<file path="src/sv/assert_macros.svh">
// ----------------------------------------------------------------------------
// Assertion macros
// Shared concurrent assertion wrappers, clocked on clk, disabled in reset.
// ----------------------------------------------------------------------------
`ifndef ASSERT_MACROS_SVH
`define ASSERT_MACROS_SVH

`ifndef SYNTHESIS

`define PLP_ASSERT(lbl, prop) \
  lbl: assert property (@(posedge clk) disable iff (!rst_n) (prop)) \
    else $error("plp assertion failed");

`define PLP_ASSERT_IMP(lbl, ante, cons) \
  `PLP_ASSERT(lbl, (ante) |-> (cons))

`else

`define PLP_ASSERT(lbl, prop)

`define PLP_ASSERT_IMP(lbl, ante, cons)

`endif

`endif

</file>
<file path="src/sv/plp_pkg.sv">
// ----------------------------------------------------------------------------
// plp_pkg
// Types and constants of the positional list insert/delete block.
// ----------------------------------------------------------------------------
package plp_pkg;

  localparam int DEPTH_DEF = 32;
  localparam int POS_W     = 6;
  localparam int DATA_W    = 32;
  localparam int IDX_W     = 5;
  localparam int TOT_W     = 6;

  localparam logic KIND_INSERT = 1'b0;
  localparam logic KIND_DELETE = 1'b1;

  typedef enum logic [1:0] {
    ST_DONE  = 2'd0,
    ST_RANGE = 2'd1,
    ST_FULL  = 2'd2
  } status_t;

  typedef struct packed {
    logic                     kind;
    status_t                  status;
    logic [POS_W-1:0]         position;
    logic signed [DATA_W-1:0] value;
  } cmd_t;

  typedef struct packed {
    status_t                  status;
    logic                     has_element;
    logic signed [DATA_W-1:0] element;
    logic [IDX_W-1:0]         element_index;
    logic [TOT_W-1:0]         entry_total;
    logic                     last;
  } out_item_t;

endpackage

</file>
<file path="src/sv/plp_fifo.sv">
// ----------------------------------------------------------------------------
// plp_fifo
// Small register FIFO used for the command queue and the result buffer.
// ----------------------------------------------------------------------------
module plp_fifo #(
  parameter int WIDTH = 8,
  parameter int DEPTH = 2
) (
  input  logic                         clk,
  input  logic                         rst_n,
  input  logic                         push,
  input  logic [WIDTH-1:0]             push_data,
  input  logic                         pop,
  output logic [WIDTH-1:0]             head_data,
  output logic                         not_empty,
  output logic                         full,
  output logic [$clog2(DEPTH+1)-1:0]   count
);

  localparam int PW = (DEPTH > 1) ? $clog2(DEPTH) : 1;
  localparam int CW = $clog2(DEPTH+1);

  logic [WIDTH-1:0] mem_r [DEPTH];
  logic [PW-1:0]    wp_r, wp_nxt;
  logic [PW-1:0]    rp_r, rp_nxt;
  logic [CW-1:0]    cnt_r, cnt_nxt;

  always_comb begin
    wp_nxt  = wp_r;
    rp_nxt  = rp_r;
    cnt_nxt = cnt_r;
    if (push) begin
      wp_nxt = (wp_r == PW'(DEPTH-1)) ? '0 : PW'(wp_r + 1'b1);
    end
    if (pop) begin
      rp_nxt = (rp_r == PW'(DEPTH-1)) ? '0 : PW'(rp_r + 1'b1);
    end
    if (push && !pop) begin
      cnt_nxt = CW'(cnt_r + 1'b1);
    end else if (!push && pop) begin
      cnt_nxt = CW'(cnt_r - 1'b1);
    end
  end

  always_ff @(posedge clk) begin
    if (!rst_n) begin
      wp_r  <= '0;
      rp_r  <= '0;
      cnt_r <= '0;
    end else begin
      wp_r  <= wp_nxt;
      rp_r  <= rp_nxt;
      cnt_r <= cnt_nxt;
    end
  end

  always_ff @(posedge clk) begin
    if (push) begin
      mem_r[wp_r] <= push_data;
    end
  end

  assign head_data = mem_r[rp_r];
  assign not_empty = (cnt_r != '0);
  assign full      = (cnt_r == CW'(DEPTH));
  assign count     = cnt_r;

endmodule

</file>
<file path="src/sv/plp_ram.sv">
// ----------------------------------------------------------------------------
// plp_ram
// Generic one-write, one-read RAM with registered read data.
// ----------------------------------------------------------------------------
module plp_ram #(
  parameter int WIDTH = 32,
  parameter int DEPTH = 32
) (
  input  logic                                    clk,
  input  logic                                    we,
  input  logic [((DEPTH > 1) ? $clog2(DEPTH) : 1)-1:0] waddr,
  input  logic [WIDTH-1:0]                        wdata,
  input  logic                                    re,
  input  logic [((DEPTH > 1) ? $clog2(DEPTH) : 1)-1:0] raddr,
  output logic [WIDTH-1:0]                        rdata
);

  logic [WIDTH-1:0] mem_r [DEPTH];
  logic [WIDTH-1:0] rdata_r;

  always_ff @(posedge clk) begin
    if (we) begin
      mem_r[waddr] <= wdata;
    end
    if (re) begin
      rdata_r <= mem_r[raddr];
    end
  end

  assign rdata = rdata_r;

endmodule

</file>
<file path="src/sv/plp_front.sv">
// ----------------------------------------------------------------------------
// plp_front
// Accepts requests, checks the position against a shadow entry count and
// queues a classified command for the back end.
// ----------------------------------------------------------------------------
module plp_front #(
  parameter int DEPTH = plp_pkg::DEPTH_DEF
) (
  input  logic                            clk,
  input  logic                            rst_n,
  input  logic                            in_valid,
  output logic                            in_ready,
  input  logic                            kind,
  input  logic [plp_pkg::POS_W-1:0]       position,
  input  logic signed [plp_pkg::DATA_W-1:0] value,
  input  logic                            q_full,
  output logic                            q_push,
  output plp_pkg::cmd_t                   q_cmd
);

  localparam int CW = $clog2(DEPTH+1);
  localparam int MW = ((CW > plp_pkg::POS_W) ? CW : plp_pkg::POS_W) + 1;

  logic [CW-1:0]     cnt_r, cnt_nxt;
  logic [MW-1:0]     pos_x, cnt_x;
  plp_pkg::status_t  status;

  always_comb begin
    pos_x = MW'(position);
    cnt_x = MW'(cnt_r);
    if (kind == plp_pkg::KIND_INSERT) begin
      if (pos_x == '0 || pos_x > MW'(cnt_x + MW'(1))) begin
        status = plp_pkg::ST_RANGE;
      end else if (cnt_x >= MW'(DEPTH)) begin
        status = plp_pkg::ST_FULL;
      end else begin
        status = plp_pkg::ST_DONE;
      end
    end else begin
      if (pos_x == '0 || pos_x > cnt_x) begin
        status = plp_pkg::ST_RANGE;
      end else begin
        status = plp_pkg::ST_DONE;
      end
    end
  end

  assign in_ready = !q_full;
  assign q_push   = in_valid && !q_full;

  always_comb begin
    q_cmd.kind     = kind;
    q_cmd.status   = status;
    q_cmd.position = position;
    q_cmd.value    = value;
  end

  always_comb begin
    cnt_nxt = cnt_r;
    if (q_push && status == plp_pkg::ST_DONE) begin
      cnt_nxt = (kind == plp_pkg::KIND_INSERT) ? CW'(cnt_r + 1'b1) : CW'(cnt_r - 1'b1);
    end
  end

  always_ff @(posedge clk) begin
    if (!rst_n) begin
      cnt_r <= '0;
    end else begin
      cnt_r <= cnt_nxt;
    end
  end

endmodule

</file>
<file path="src/sv/plp_back.sv">
// ----------------------------------------------------------------------------
// plp_back
// Executes queued commands on the list RAM (shift, write) and streams the
// list out through a two-word result buffer.
// ----------------------------------------------------------------------------
`include "assert_macros.svh"

module plp_back #(
  parameter int DEPTH = plp_pkg::DEPTH_DEF
) (
  input  logic                clk,
  input  logic                rst_n,
  input  logic                cmd_valid,
  input  plp_pkg::cmd_t       cmd,
  output logic                cmd_pop,
  output logic                out_valid,
  input  logic                out_ready,
  output plp_pkg::out_item_t  out_item
);

  localparam int AW = (DEPTH > 1) ? $clog2(DEPTH) : 1;
  localparam int CW = $clog2(DEPTH+1);
  localparam int OB = 2;
  localparam int OW = $bits(plp_pkg::out_item_t);

  typedef enum logic [1:0] {
    S_IDLE,
    S_SHIFT,
    S_PUT,
    S_EMIT
  } state_t;

  state_t              state_r, state_nxt;
  plp_pkg::cmd_t       cmd_r, cmd_nxt;
  logic [CW-1:0]       cnt_r, cnt_nxt;
  logic [CW-1:0]       mv_r, mv_nxt;
  logic [AW-1:0]       rd_r, rd_nxt;
  logic                wpend_r, wpend_nxt;
  logic [AW-1:0]       waddr_r, waddr_nxt;
  logic [AW-1:0]       k_r, k_nxt;
  logic                pend_r, pend_nxt;
  plp_pkg::out_item_t  tag_r, tag_nxt;

  logic                ram_we, ram_re;
  logic [AW-1:0]       ram_waddr, ram_raddr;
  logic [plp_pkg::DATA_W-1:0] ram_wdata, ram_rdata;

  logic [CW-1:0]       pos_c;
  logic                ins;
  logic                last_k;
  logic [$clog2(OB+1)-1:0] ob_cnt;
  logic [2:0]          ob_lvl;
  logic                issue_ok;
  logic                ob_pop, ob_full;
  plp_pkg::out_item_t  push_item;
  logic [OW-1:0]       ob_head;

  assign pos_c    = CW'(cmd.position);
  assign ins      = (cmd_r.kind == plp_pkg::KIND_INSERT);
  assign last_k   = (cnt_r == '0) || (CW'(CW'(k_r) + CW'(1)) == cnt_r);
  assign ob_pop   = out_valid && out_ready;
  assign ob_lvl   = 3'(ob_cnt) + 3'(pend_r) - 3'(ob_pop);
  assign issue_ok = (ob_lvl < 3'd2);

  always_comb begin
    state_nxt = state_r;
    cmd_nxt   = cmd_r;
    cnt_nxt   = cnt_r;
    mv_nxt    = mv_r;
    rd_nxt    = rd_r;
    wpend_nxt = wpend_r;
    waddr_nxt = waddr_r;
    k_nxt     = k_r;
    pend_nxt  = 1'b0;
    tag_nxt   = tag_r;
    cmd_pop   = 1'b0;
    ram_we    = 1'b0;
    ram_waddr = waddr_r;
    ram_wdata = ram_rdata;
    ram_re    = 1'b0;
    ram_raddr = rd_r;
    unique case (state_r)
      S_IDLE: begin
        if (cmd_valid) begin
          cmd_pop = 1'b1;
          cmd_nxt = cmd;
          k_nxt   = '0;
          if (cmd.status != plp_pkg::ST_DONE) begin
            state_nxt = S_EMIT;
          end else begin
            state_nxt = S_SHIFT;
            wpend_nxt = 1'b0;
            if (cmd.kind == plp_pkg::KIND_INSERT) begin
              mv_nxt  = CW'(cnt_r + CW'(1) - pos_c);
              rd_nxt  = AW'(cnt_r - CW'(1));
              cnt_nxt = CW'(cnt_r + CW'(1));
            end else begin
              mv_nxt  = CW'(cnt_r - pos_c);
              rd_nxt  = AW'(pos_c);
              cnt_nxt = CW'(cnt_r - CW'(1));
            end
          end
        end
      end
      S_SHIFT: begin
        ram_we = wpend_r;
        if (mv_r != '0) begin
          ram_re    = 1'b1;
          wpend_nxt = 1'b1;
          waddr_nxt = ins ? AW'(rd_r + 1'b1) : AW'(rd_r - 1'b1);
          rd_nxt    = ins ? AW'(rd_r - 1'b1) : AW'(rd_r + 1'b1);
          mv_nxt    = CW'(mv_r - 1'b1);
        end else begin
          wpend_nxt = 1'b0;
          state_nxt = ins ? S_PUT : S_EMIT;
        end
      end
      S_PUT: begin
        ram_we    = 1'b1;
        ram_waddr = AW'(cmd_r.position - plp_pkg::POS_W'(1));
        ram_wdata = cmd_r.value;
        state_nxt = S_EMIT;
      end
      S_EMIT: begin
        ram_raddr = k_r;
        if (issue_ok) begin
          ram_re                = 1'b1;
          pend_nxt              = 1'b1;
          tag_nxt.status        = cmd_r.status;
          tag_nxt.has_element   = (cnt_r != '0);
          tag_nxt.element       = '0;
          tag_nxt.element_index = plp_pkg::IDX_W'(k_r);
          tag_nxt.entry_total   = plp_pkg::TOT_W'(cnt_r);
          tag_nxt.last          = last_k;
          if (last_k) begin
            state_nxt = S_IDLE;
          end else begin
            k_nxt = AW'(k_r + 1'b1);
          end
        end
      end
      default: begin
        state_nxt = S_IDLE;
      end
    endcase
  end

  always_ff @(posedge clk) begin
    if (!rst_n) begin
      state_r <= S_IDLE;
      cnt_r   <= '0;
      wpend_r <= 1'b0;
      pend_r  <= 1'b0;
    end else begin
      state_r <= state_nxt;
      cnt_r   <= cnt_nxt;
      wpend_r <= wpend_nxt;
      pend_r  <= pend_nxt;
    end
    cmd_r   <= cmd_nxt;
    mv_r    <= mv_nxt;
    rd_r    <= rd_nxt;
    waddr_r <= waddr_nxt;
    k_r     <= k_nxt;
    tag_r   <= tag_nxt;
  end

  always_comb begin
    push_item         = tag_r;
    push_item.element = tag_r.has_element ? ram_rdata : '0;
  end

  plp_ram #(
    .WIDTH (plp_pkg::DATA_W),
    .DEPTH (DEPTH)
  ) u_ram (
    .clk   (clk),
    .we    (ram_we),
    .waddr (ram_waddr),
    .wdata (ram_wdata),
    .re    (ram_re),
    .raddr (ram_raddr),
    .rdata (ram_rdata)
  );

  plp_fifo #(
    .WIDTH (OW),
    .DEPTH (OB)
  ) u_obuf (
    .clk       (clk),
    .rst_n     (rst_n),
    .push      (pend_r),
    .push_data (push_item),
    .pop       (ob_pop),
    .head_data (ob_head),
    .not_empty (out_valid),
    .full      (ob_full),
    .count     (ob_cnt)
  );

  assign out_item = ob_head;

  // buffer never overflows: credit check keeps pushes within room
  `PLP_ASSERT_IMP(a_obuf_room, pend_r, !ob_full || ob_pop)

endmodule

</file>
<file path="src/sv/positional_list_insert_delete.sv">
// Sequence per request: an insert shifts the entries behind the position up and
// writes the value, a delete shifts them down, then the whole list is streamed out;
// a rejected request is only listed. The back end works on one request at a time,
// bound by the one read and one write port of the list RAM; a two-deep command queue
// buffers further requests meanwhile.
// Reset: entry count zero, queues empty; list RAM contents are not cleared.
// ----------------------------------------------------------------------------
// positional_list_insert_delete
// Ordered list with insert/delete by position; streams the list per request.
// ----------------------------------------------------------------------------
`include "assert_macros.svh"

module positional_list_insert_delete #(
  parameter int DEPTH = plp_pkg::DEPTH_DEF
) (
  input  logic        clk,
  input  logic        rst_n,
  input  logic        in_tvalid,
  output logic        in_tready,
  input  logic [39:0] in_tdata,   // position[5:0], value[37:6]
  input  logic        in_tuser,   // kind[0]
  output logic        out_tvalid,
  input  logic        out_tready,
  output logic [47:0] out_tdata,  // element[31:0], element_index[36:32], entry_total[42:37]
  output logic [2:0]  out_tuser,  // status[1:0], has_element[2]
  output logic        out_tlast
);

  localparam int CQ = 2;
  localparam int QW = $bits(plp_pkg::cmd_t);

  logic               q_push, q_full, q_pop, q_valid;
  plp_pkg::cmd_t      q_in;
  logic [QW-1:0]      q_head;
  logic [$clog2(CQ+1)-1:0] q_cnt;
  plp_pkg::out_item_t item;

  plp_front #(
    .DEPTH (DEPTH)
  ) u_front (
    .clk      (clk),
    .rst_n    (rst_n),
    .in_valid (in_tvalid),
    .in_ready (in_tready),
    .kind     (in_tuser),
    .position (in_tdata[5:0]),
    .value    (in_tdata[37:6]),
    .q_full   (q_full),
    .q_push   (q_push),
    .q_cmd    (q_in)
  );

  plp_fifo #(
    .WIDTH (QW),
    .DEPTH (CQ)
  ) u_cmdq (
    .clk       (clk),
    .rst_n     (rst_n),
    .push      (q_push),
    .push_data (q_in),
    .pop       (q_pop),
    .head_data (q_head),
    .not_empty (q_valid),
    .full      (q_full),
    .count     (q_cnt)
  );

  plp_back #(
    .DEPTH (DEPTH)
  ) u_back (
    .clk       (clk),
    .rst_n     (rst_n),
    .cmd_valid (q_valid),
    .cmd       (q_head),
    .cmd_pop   (q_pop),
    .out_valid (out_tvalid),
    .out_ready (out_tready),
    .out_item  (item)
  );

  assign out_tdata = {5'b0, item.entry_total, item.element_index, item.element};
  assign out_tuser = {item.has_element, item.status};
  assign out_tlast = item.last;

  `PLP_ASSERT_IMP(a_empty_word, out_tvalid && !out_tuser[2],
                  out_tlast && out_tdata[42:37] == 6'd0 && out_tdata[31:0] == 32'd0)
  `PLP_ASSERT_IMP(a_last_index, out_tvalid && out_tlast && out_tuser[2],
                  out_tdata[36:32] == 5'(out_tdata[42:37] - 6'd1))
  `PLP_ASSERT_IMP(a_full_total, out_tvalid && out_tuser[1:0] == plp_pkg::ST_FULL,
                  out_tdata[42:37] == 6'(DEPTH))
  `PLP_ASSERT_IMP(a_cmdq_bound, q_pop, q_cnt != '0)

endmodule

</file>
<file path="config.mk">
export PLATFORM = sky130hd
export DESIGN_NAME = positional_list_insert_delete
export DESIGN_NICKNAME = d
export VERILOG_FILES = /design/src/sv/plp_pkg.sv /design/src/sv/plp_fifo.sv /design/src/sv/plp_ram.sv /design/src/sv/plp_front.sv /design/src/sv/plp_back.sv /design/src/sv/positional_list_insert_delete.sv
export VERILOG_INCLUDE_DIRS = /design/src /design/src/sv
export SDC_FILE = /design/constraint.sdc
export NUM_CORES = 2
export LEC_CHECK = 0
export BUFFER_PORTS_ARGS = -buffer_cell sky130_fd_sc_hd__buf_2
export CAP_MARGIN = 20
export CORE_MARGIN = 3
export CORE_UTILIZATION = 45
export DETAILED_ROUTE_END_ITERATION = 10
export GPL_TIMING_DRIVEN = 0
export PLACE_DENSITY = 0.67
export SLEW_MARGIN = 20
export SYNTH_ARGS = -nofsm -noshare
export SYNTH_HDL_FRONTEND = slang
export SYNTH_HIERARCHICAL = 1
export SYNTH_SLANG_ARGS = --single-unit
</file>
<file path="constraint.sdc">
create_clock -name clk -period 5.55 [get_ports clk]
set_clock_uncertainty 0.1 [all_clocks]
set_input_delay 0.2775 -clock clk [delete_from_list [all_inputs] [get_ports clk]]
set_output_delay 0.2775 -clock clk [all_outputs]
set_load 0.03 [all_outputs]
</file>
==> impl_metrics.json <==
{
  "status": "finished clean",
  "remaining_drc_errors": 0,
  "start_kind": "flop",
  "firstDrtPassIters": 7,
  "syn_avg_cell_area_um2": 17.01,
  "die_x_um": 351.1,
  "min_period_over_period_pct": 76.04,
  "period_needed_ns": 4.220,
  "cts.path.max_buffers": 3,
  "antenna_found_initial": 2,
  "overflow": 0,
  "vias": 28520,
  "ys_warn_count": 6,
  "cts_tree": "done",
  "nFillCells": 9213,
  "initial_core_util_pct": 45.75,
  "reg2reg_from": "u_back/state_r[0]$_SDFFE_PN0P_",
  "pin_count": 99,
  "layout_commonest_cell": "edfxtp_1",
  "dieArea_mm2": 0.1233,
  "drive_above_1_share_pct": 16.52,
  "final_cells": 5054,
  "rsz0062_at_grt": "no",
  "multiInputGateArea_mm2": 0.01265,
  "wl_um": 122300,
  "final_cell_mix": "edfxtp_1, mux2i_1, clkbuf_16, nand2_1",
  "drv_cap": 0,
  "hp-start": "in_tvalid",
  "wire_per_inst_um": 24.20,
  "grt_pass1_vias": 28420,
  "clk_pin_slew_worst_paths_ns": 0.06,
  "port_buffers": 59,
  "netlist_area_mm2": 0.05360,
  "cp.required_ns": 5.88,
  "nets": 3521,
  "finalSetupViolations": 0,
  "slew_viol_final": 0,
  "globalplace.congestion": 0.8134,
  "seq_area_mm2": 0.03980,
  "grt_max_degree": 48,
  "holdPathEnd": "u_front/cnt_r[4]$_SDFFE_PN0P_",
  "cp_max_fo": 18,
  "cts_sinks": 1334,
  "max_slew_margin_pct": 24.53,
  "min_path_cells": 5,
  "hold_violations": 0,
  "hold_ws_ns": 0.1484,
  "rrSetupSlack_ns": 1.33,
  "dpl.hpwl_um": 82530,
  "endpoint_kind": "flop",
  "syn_inst": 3150,
  "arrival_ns": 4.55,
  "htree_levels": 4,
  "num_rows": 125,
  "routed_via_density": 5.643,
  "placedCellCount": 4776,
  "grtUsageTotal_pct": 19.81,
  "r2r_end": "u_back/u_ram/mem_r[4][5]$_DFFE_PP_",
  "peakVddDrop_v": 0.0003119,
  "worstHoldPathType": "in2reg",
  "die_y_um": 351.1,
  "ant_nets": 0,
  "cts-root-buf": "clkbuf_16",
  "fmax_mhz": 236.9,
  "drt_iter0_drc": 2422,
  "leakage_nw": 21.41,
  "worst_pin_slew_ns": 1.132,
  "crit_type": "reg2reg",
  "grt_pass1_wl_um": 181400,
  "area_growth_pct": 14.81,
  "clk_latency_ns": 0.73,
  "cts_buffers": 136,
  "power_density_mw_per_mm2": 510.4,
  "reg2reg_depth": 9,
  "core_mm2": 0.1171
}
[worst max-delay path by stage]
stage | start | to
4_1_cts | u_back/state_r[1]$_SDFFE_PN0P_ | u_back/u_ram/rdata[16]$_DFFE_PP_
3_5_place_dp | u_back/state_r[1]$_SDFFE_PN0P_ | u_back/u_ram/rdata[7]$_DFFE_PP_
2_1_floorplan | u_back/state_r[0]$_SDFFE_PN0P_ | u_back/u_ram/mem_r[28][0]$_DFFE_PP_
5_1_grt | u_back/state_r[0]$_SDFFE_PN0P_ | u_back/u_ram/mem_r[4][3]$_DFFE_PP_
6_report | u_back/state_r[0]$_SDFFE_PN0P_ | u_back/u_ram/mem_r[4][5]$_DFFE_PP_
3_3_place_gp | u_back/state_r[0]$_SDFFE_PN0P_ | u_back/u_ram/mem_r[4][9]$_DFFE_PP_
[registers in the layout (all words and copies together) (netlist names), 5 cells and up, named ones only]
register             cells
u_front/cnt_r            6
u_back/rd_r              5
u_back/mv_r              6
u_back/k_r               5
u_back/cmd_r            40
u_back/u_ram/rdata      32
u_back/push_item        15
u_back/u_obuf/mem_r     94
u_back/u_ram/mem_r    1024
u_back/cnt_r             6
u_back/waddr_r           5
u_cmdq/mem_r            82
[where the power goes]
| group | total [mW] | switching [mW] | internal (mW) |
|---|---|---|---|
| Sequential | 13.7 | 0.316 | 13.4 |
| Clock | 8.59 | 3.70 | 4.89 |
| Combinational | 9.10 | 6.24 | 2.86 |
| Total | 31.4 | 10.3 | 21.1 |
[stage by stage]
stage	cell area [um^2]	utilization, %	power, mW	setup TNS (ns)	setup WS, ns
finish	61530	52.53	31.41	0	1.330
global route	61530	52.52	32.68	0	1.138
CTS	61530	52.52	31.65	0	1.365
detailed placement	56960	48.62	23.03	0	1.388
global placement	55810	47.65	22.76	-87.61	-0.5157
floorplan	53610	-	19.61	0	1.596
[metal layers]
| layer | routed length [um] | track usage [%] | up-vias |
|---|---|---|---|
| li1 | - | - | 12780 |
| met4 | 3227 | 6.576 | 0 |
| met2 | 59140 | 32.40 | 895 |
| met3 | 7151 | 3.266 | 171 |
| met5 | 0 | 0 | - |
| met1 | 52770 | 27.10 | 14670 |
[critical path, stage by stage, from the launching register on]
cell and delay (ns):
dfxtp_1 0.34, inv_1 0.15, ha_1 0.16, clkbuf_1 0.27, buf_1 0.45, mux2_2 0.43
or3b_2 0.44, clkbuf_1 0.46, nor2_4 0.80, buf_12 0.27
[repair_timing]
item                       CTS  global route
hold buffers                42             0
resized for setup            0             0
hold endpoints to repair   108             0
setup endpoints to repair    0             0
setup buffers                0             0
[area by class of cell]
type / instances / share of cell area, %
antenna: 1 / 0.004067
clock inverter: 63 / 0.9577
clock buffer: 172 / 5.785
buffer: 203 / 2.046
sequential: 1334 / 64.68
inverter: 45 / 0.2745
multi-input combinational: 1572 / 20.56
tap: 1524 / 3.099
timing repair buffer: 140 / 2.591
No activity file was read; power rests on OpenSTA's default activity.
